File: src/rtl/core/grid_point_normal_estimator_unit_assert.svh
// Assertion macros shared by the grid point normal estimator RTL.
`ifndef GRID_POINT_NORMAL_ESTIMATOR_UNIT_ASSERT_SVH
`define GRID_POINT_NORMAL_ESTIMATOR_UNIT_ASSERT_SVH

// Same-cycle implication, clocked on clk, off during rst.
`define GPNE_ASSERT_IMP(label, ante, cons, msg) \
  label: assert property (@(posedge clk) disable iff (rst) (ante) |-> (cons)) \
    else $error(msg);

// Next-cycle implication, clocked on clk, off during rst.
`define GPNE_ASSERT_NXT(label, ante, cons, msg) \
  label: assert property (@(posedge clk) disable iff (rst) (ante) |=> (cons)) \
    else $error(msg);

`endif

File: src/rtl/core/gpne_pkg.sv
// Types and constants shared by the grid point normal estimator.
package gpne_pkg;

  localparam int ONE_Q14 = 16384;
  localparam int DIM_W   = 13;

  typedef enum logic {
    OP_WRITE   = 1'b0,
    OP_COMPUTE = 1'b1
  } opcode_t;

  typedef enum logic {
    REG_FRAME_COLS = 1'b0,
    REG_FRAME_ROWS = 1'b1
  } reg_index_t;

  typedef struct packed {
    logic               opcode;
    logic [7:0]         col;
    logic [7:0]         row;
    logic signed [23:0] pos_x;
    logic signed [23:0] pos_y;
    logic signed [23:0] pos_z;
    logic               point_ok;
  } req_t;

  typedef struct packed {
    logic signed [15:0] normal_x;
    logic signed [15:0] normal_y;
    logic signed [15:0] normal_z;
    logic               normal_ok;
  } rsp_t;

  typedef struct packed {
    logic signed [23:0] x;
    logic signed [23:0] y;
    logic signed [23:0] z;
    logic               ok;
  } mem_word_t;

  typedef struct packed {
    logic               ok;
    logic signed [24:0] dx;
    logic signed [24:0] dy;
    logic signed [24:0] dz;
  } nb_t;

  typedef struct packed {
    logic signed [50:0] x;
    logic signed [50:0] y;
    logic signed [50:0] z;
  } vec_t;

  typedef struct packed {
    logic               busy;
    logic               done;
    logic               ok;
    logic signed [15:0] x;
    logic signed [15:0] y;
    logic signed [15:0] z;
  } unit_res_t;

  typedef enum logic [2:0] {
    U_IDLE,
    U_SHIFT,
    U_SQ,
    U_ROOT,
    U_CHK,
    U_DIV,
    U_DONE
  } unit_state_t;

  typedef enum logic [3:0] {
    S_IDLE,
    S_READ,
    S_PAIR_CHK,
    S_MUL,
    S_UNIT_GO,
    S_UNIT_WAIT,
    S_NEXT,
    S_SUM_GO,
    S_SUM_WAIT,
    S_OUT
  } state_t;

endpackage

File: src/rtl/core/gpne_unit.sv
// Iterative unit that scales a vector to a Q1.14 unit vector.
module gpne_unit
  import gpne_pkg::*;
(
  input  logic      clk,
  input  logic      rst,
  input  logic      start,
  input  vec_t      vec,
  output unit_res_t res
);

  unit_state_t state, state_next;

  logic [50:0]        mag [3];
  logic               neg [3];
  logic [14:0]        quo [3];
  logic [39:0]        prod;
  logic [41:0]        sq;
  logic [41:0]        rn;
  logic [20:0]        root;
  logic [22:0]        rem;
  logic [20:0]        len;
  logic [20:0]        drem;
  logic [14:0]        dq;
  logic [1:0]         k;
  logic [4:0]         cnt;
  logic               ok;

  logic               shift_more;
  logic [22:0]        rem_t;
  logic [22:0]        trial;
  logic               root_ge;
  logic [34:0]        dnum;
  logic [21:0]        dt;
  logic               div_ge;
  logic [19:0]        mag_k;

  assign shift_more = (|mag[0][50:20]) | (|mag[1][50:20]) | (|mag[2][50:20]);
  assign rem_t      = {rem[20:0], rn[41:40]};
  assign trial      = {root, 2'b01};
  assign root_ge    = rem_t >= trial;
  assign mag_k      = (k == 2'd0) ? mag[0][19:0] : (k == 2'd1) ? mag[1][19:0] : mag[2][19:0];
  assign dnum       = {1'b0, mag_k, 14'b0} + {15'b0, len[20:1]};
  assign dt         = {drem, dq[14]};
  assign div_ge     = dt >= {1'b0, len};

  always_comb begin
    state_next = state;
    case (state)
      U_IDLE:  if (start) state_next = U_SHIFT;
      U_SHIFT: if (!shift_more) state_next = U_SQ;
      U_SQ:    if (k == 2'd3) state_next = U_ROOT;
      U_ROOT:  if (cnt == 5'd20) state_next = U_CHK;
      U_CHK:   state_next = (root == '0) ? U_DONE : U_DIV;
      U_DIV:   if (cnt == 5'd15 && k == 2'd2) state_next = U_DONE;
      U_DONE:  state_next = U_IDLE;
      default: state_next = U_IDLE;
    endcase
  end

  always_comb begin
    res.busy = state != U_IDLE;
    res.done = state == U_DONE;
    res.ok   = ok;
    res.x    = neg[0] ? -$signed({1'b0, quo[0]}) : $signed({1'b0, quo[0]});
    res.y    = neg[1] ? -$signed({1'b0, quo[1]}) : $signed({1'b0, quo[1]});
    res.z    = neg[2] ? -$signed({1'b0, quo[2]}) : $signed({1'b0, quo[2]});
  end

  always_ff @(posedge clk) begin
    if (rst) begin
      state <= U_IDLE;
    end else begin
      state <= state_next;
    end
  end

  always_ff @(posedge clk) begin
    case (state)
      U_IDLE: begin
        if (start) begin
          mag[0] <= vec.x[50] ? 51'(-vec.x) : 51'(vec.x);
          mag[1] <= vec.y[50] ? 51'(-vec.y) : 51'(vec.y);
          mag[2] <= vec.z[50] ? 51'(-vec.z) : 51'(vec.z);
          neg[0] <= vec.x[50];
          neg[1] <= vec.y[50];
          neg[2] <= vec.z[50];
          k      <= '0;
          sq     <= '0;
          ok     <= 1'b0;
        end
      end
      U_SHIFT: begin
        if (shift_more) begin
          mag[0] <= mag[0] >> 1;
          mag[1] <= mag[1] >> 1;
          mag[2] <= mag[2] >> 1;
        end
      end
      U_SQ: begin
        if (k != 2'd3) prod <= mag_k * mag_k;
        if (k != 2'd0) sq <= sq + {2'b0, prod};
        k <= k + 2'd1;
        if (k == 2'd3) begin
          rn   <= sq + {2'b0, prod};
          root <= '0;
          rem  <= '0;
          cnt  <= '0;
        end
      end
      U_ROOT: begin
        rn  <= rn << 2;
        cnt <= cnt + 5'd1;
        if (root_ge) begin
          rem  <= rem_t - trial;
          root <= {root[19:0], 1'b1};
        end else begin
          rem  <= rem_t;
          root <= {root[19:0], 1'b0};
        end
      end
      U_CHK: begin
        len <= root;
        ok  <= root != '0;
        k   <= '0;
        cnt <= '0;
      end
      U_DIV: begin
        if (cnt == 5'd0) begin
          drem <= {1'b0, dnum[34:15]};
          dq   <= dnum[14:0];
          cnt  <= 5'd1;
        end else begin
          drem <= div_ge ? 21'(dt - {1'b0, len}) : dt[20:0];
          dq   <= {dq[13:0], div_ge};
          if (cnt == 5'd15) begin
            quo[k] <= {dq[13:0], div_ge};
            k      <= k + 2'd1;
            cnt    <= '0;
          end else begin
            cnt <= cnt + 5'd1;
          end
        end
      end
      default: begin
      end
    endcase
  end

endmodule
File: config.mk
export PLATFORM = sky130hd
export DESIGN_NAME = gpne_unit
export DESIGN_NICKNAME = d
export VERILOG_FILES = /design/src/rtl/core/grid_point_normal_estimator_unit_assert.svh /design/src/rtl/core/gpne_pkg.sv /design/src/rtl/core/gpne_unit.sv
export SDC_FILE = /design/constraint.sdc
export NUM_CORES = 2
export LEC_CHECK = 0
export BUFFER_PORTS_ARGS = -buffer_cell sky130_fd_sc_hd__buf_2
export CAP_MARGIN = 20
export CORE_AREA = 2 2 282 228
export DETAILED_ROUTE_END_ITERATION = 7
export DIE_AREA = 0 0 284 230
export GPL_ROUTABILITY_DRIVEN = 0
export PLACE_DENSITY = 0.77
export SETUP_SLACK_MARGIN = 0.02
export SLEW_MARGIN = 20
export SYNTH_ARGS = -nofsm -noshare
export SYNTH_HDL_FRONTEND = slang
export SYNTH_SLANG_ARGS = --single-unit
export TNS_END_PERCENT = 1
File: constraint.sdc
create_clock -name clk -period 9.97 [get_ports clk]
set_input_delay 0.997 -clock clk [delete_from_list [all_inputs] [get_ports clk]]
set_output_delay 0.997 -clock clk [all_outputs]
set_load 0.05 [all_outputs]
[Yosys cells after proc, flatten, opt, wreduce, memory -nomap -nowiden]
Memory sizes are Yosys's and may differ from the RTL's.
Index checks and enable logic that the tools add are counted.
Widths: inputs -> output; s select.
Cells by class
  bitwise operators: 5
  reductions and logical operators: 23
  muxes and demuxes: 52
  multipliers: 1
  magnitude comparators: 2
  eq/ne operators: 20
  add/sub/neg operators: 12
Operator list (count)
  $mux 51: 6
  $pmux 42 s2: 2
  $neg 51->51: 3
  $mux 42: 3
  $reduce_or 31->1: 3
  $mux 21: 4
  $pmux 21 s2: 2
  $mux 20: 3
  $mux 16: 3
  $neg 15->16: 3
  $add 42x40->42: 1
  $sub 21x21->21: 2
  $mul 20x20->40: 1
  $add 34x20->35: 1
  $ge 23x23->1: 1
  $ge 22x21->1: 1
  $logic_not 21->1: 1
  $reduce_bool 21->1: 1
  $pmux 5 s4: 1
  $ne 2x2->1 const B: 9
  $pmux 3 s6: 1
  $mux 15: 1
  $mux 3: 5
  $mux 5: 3
  other kinds (25): 54
Word-level totals
  register bits: 234
  input port bits: 156
  bits in writable memories: 201
  memories: 3
  output and inout bits: 51
Memory list
  mag: words 3, bits a word 51, rd ports 3, clocked after Yosys merged registers in 0, wr ports 3, line gpne_unit.sv:14  | logic [50:0] mag [3];
  quo: words 3, bits a word 15, rd ports 3, clocked after Yosys merged registers in 0, wr ports 1, line gpne_unit.sv:16  | logic [14:0] quo [3];
  neg: words 3, bits a word 1, rd ports 3, clocked after Yosys merged registers in 0, wr ports 3, line gpne_unit.sv:15  | logic neg [3];

[Depth between registers and ports, before layout]
An unclocked memory read counts as a cell.
  word-level depth: 8
  gate-level depth with buffers: 35
  mapped depth without buffers: 31

[Least setup slack after synthesis]
Ideal clock, no wire load.
  path kind: reg-to-reg
  from: register k[1]
  to: register prod[38] (data pin)
  cell stages (with the launch flop): 34
  path buffers: 4
  required time: 9705 ps
  period minus slack after synthesis: 8590 ps
  path slack: 1380 ps
  arrival time: 8325 ps
  cell sequence: edfxtp_1 inv_1 ha_1 buf_2 buf_1 mux2i_1 o21a_1 clkbuf_1 inv_1 clkbuf_1 nand2_1 fa_1 inv_1 fa_1 inv_1 fa_1 inv_1 fa_1 inv_1 fa_1 inv_1 fa_1 inv_1 fa_1 inv_1 ha_1 or3_1 a2111oi_0 nor3_1 a31oi_1 o21ai_0 a31oi_1 o21ai_0 xor2_1
Between the ends
  cells in the longest elaborated chain, start to end: 4
  elaborated cells between the ends (all ways): 5
  classes of those cells: mul (1); eq/ne (1); mux (2); reduce/logical (1)
RTL lines
  start, declared: line gpne_unit.sv:25  | logic [1:0] k;
  start signal, assigned: line gpne_unit.sv:103  | k <= k + 2'd1;
  start signal, assigned: line gpne_unit.sv:138  | k <= k + 2'd1;
  $eq 2x1->1: line gpne_unit.sv:42  | assign mag_k = (k == 2'd0) ? mag[0][19:0] : (k == 2'd1) ? mag[1][19:0] : mag[2][19:0];
  $mux 20: line gpne_unit.sv:42
  $mux 20 *: line gpne_unit.sv:42
  $mul 20x20->40 *: line gpne_unit.sv:101  | if (k != 2'd3) prod <= mag_k * mag_k;
  end signal, assigned: line gpne_unit.sv:101
  end, declared: line gpne_unit.sv:17  | logic [39:0] prod;
Mark *: on every way between the ends. The rest lies on a longest branch, timed or not.
A chain may end at the register's enable or synchronous reset.

[Final worst setup path]
  from: register k[1]
  to: register prod[34] (data pin)
The elaborated chain is that of the path after synthesis.

==> results.toml <==
[critical_path]
path_class = "flop to flop"
cpMaxStageDelayCell = "ha_1"
arrival_ns = 9.68
crit_top_cell = "inv_1"
timing.critical_path.buf_inv = 9
crit_family = "adder cells"
start_kind = "flop"
crit_path_end_kind = "flop"
reg2reg_slack_ns = 0.61
required_ns = 10.29
cp_max_fo = 14
critPathMaxStageDelay_ns = 0.60

[sta]
fin_crit_sh_pct = 93.9
setup_tns_ns = 0
drv_slew = 0
relSlewSlack_pct = 17.7
final.min_clock_period_ns = 9.36
setup_viol = 0
rsz0062_at_grt = "no"
fin_skew_ns = 0.0377
hold_viol = 0
fmax_mhz = 107
tightest_slew_ns = 1.22

[yosys]
netlist_instances = 3847
synth-simple-area-share_pct = 13.3
syn-num-nets = 4536
synth_edf_count = 431
ys_seq_elements = 434
syn_area_per_cell_um2 = 9.69
synth_common_cells = "nand2_1, inv_1, edfxtp_1"
synth_top_cell_area_share_pct = 34.7
ys_types = 77
syn_area_um2 = 37300
ys_top_cells_by_area = "edfxtp_1, fa_1, ha_1, nand2_1, inv_1"
synth-compound-area-share_pct = 12.3
ys_seq_area_share_pct = 34.9
synth.area.mux_share_pct = 1.71
synth_top_family_by_area = "adder cells"
synth_fa_ha_area_share_pct = 23.6
synth_area_leader_cell = "edfxtp_1"
synth-main-ff-cell = "edfxtp_1"
yosysWarnings = 0
synth.most_common_cell = "nand2_1"
async_reset_ff_share_pct = 0
synth-xor-area-share_pct = 7.69

[floorplanning]
fp.dieW_um = 284
die_area_um2 = 65300
rows = 82
start_util_pct = 59.7
coreArea_um2 = 62400
io_pins = 207
die_h_um = 230

[clock_tree]
cts_tree = "yes"
cts.sinks = 434
clk-insertion-delay-late_ns = 0.60
cts-root-buf = "clkbuf_16"
cts.htree.levels = 2
cts_resized = 0
cts_buffers = 47
cts_hold_buf = 0
cts_setup_buffers = 0
clk_pin_slew_ns = 0.06
clockBufferDepth = 3

[drt]
detail-route-antenna-nets = 0
wl_per_cell_um = 19.4
drt_iter0_markers = 2866
viasPerCell = 5.90
drtPass1Iterations = 6
drc = 0
vias = 28700
route.final.wire_length_um = 94600

[layout]
multiInputGateArea_um2 = 21900
drive_above_1_share_pct = 8.88
seqCellArea_um2 = 13000
synthToLayoutAreaGrowth_pct = 9.00
nets = 4679
fin_cells = 4867
fill_cells = 5026

[run]
cap_violations = 0

[place]
dp_hpwl_um = 72300
port-buffer-count = 206
dpl.cell_count = 4780

[global_routing]
antenna_found_initial = 5
overflow = 0
grt_pass1_vias = 28100
grt_pass1_wl_um = 151000
grt_max_degree = 194
track_usage_pct = 29.1

[hold_path]
hp-class = "flop to flop"

[outcome]
status = "complete, no violations"
==> final timing paths <==
path                  from  endpoint  cells after the start
setup / recovery      k[1]  prod[34]                     30
hold / removal    root[20]   len[20]                      0
setup reg to reg      k[1]  prod[34]                     30
hold reg to reg   root[20]   len[20]                      0
==> cells in the final DEF, fill, tap and decap left out, types with 13 or more instances in the layout <==
master	instances
o21ai_0	281
nand2b_1	28
o21bai_1	21
mux2i_1	58
a21oi_1	137
xor2_1	195
and3_1	14
or4_1	30
nor3_1	45
o31ai_1	58
nor4_1	36
nand4_1	33
clkbuf_16	47
inv_1	486
buf_2	206
nor2_1	268
o21a_1	26
or2_2	13
or3_1	35
buf_4	31
o21ai_1	59
ha_1	252
xnor2_1	132
fa_1	281
clkinv_1	13
a21o_1	54
nand2_1	486
nand3_1	48
o41ai_1	20
edfxtp_1	431
nor2b_1	14
==> worst register-to-register path: cells and delay by family, from the launching register on <==
family	cells	cell delay, ns
compound gates	7	2.06
flops	1	0.42
xor+xnor	1	0.10
fa+ha+maj	9	4.30
buf+inv	9	1.02
mux	1	0.26
simple gates	3	0.93
==> cell type report <==
cell class                 count  area share, %
tap                          840           2.59
sequential                   434           32.0
antenna                        5         0.0308
timing repair buffer         239           3.21
clock inverter                27          0.696
clock buffer                  54           2.96
inverter                     494           4.57
multi-input combinational   2774           53.9
==> sequential cells by signal, summed over array words and instances, names as in the netlist <==
register,cells
mag,153
len,21
dq,15
neg,3
rem,21
root,21
rn,42
cnt,5
quo,45
drem,21
prod,39
sq,42
k,2
state,3
ok,1
==> metal layers <==
metal	vias up	track usage [%]	part of all wire, %
met5	-	0	0
met4	0	9.16	3.3
met3	238	4.88	8.7
met2	1275	45.1	44
met1	13800	42.1	44
li1	13400	-	-
==> metrics by stage <==
step	setup WS, ns	area, um^2	utilization (%)	hold WS (ns)
global route	0.109	40600	65.1	0.462
detailed placement	0.825	39100	62.7	0.435
CTS	0.755	40600	65.0	0.451
finish	0.609	40600	65.1	0.451
floorplan	1.38	37300	-	0.426
global placement	0.986	39100	62.7	0.431
==> cell families (layout without fill, tap and decap cells) <==
logic type | Yosys count | count (layout)
AOI/OAI and AO/OA | 756 | 756
xor gates and xnor gates | 327 | 327
adders and majority gates | 534 | 534
buffers and inverters | 639 | 814
DFF | 434 | 434
muxes | 63 | 63
other | 0 | 5
and+or+nand+nor | 1094 | 1094
Power is left out: the tool's default activity adds up to more than one toggle a clock period on the data nets, which glitch-free logic cannot reach.
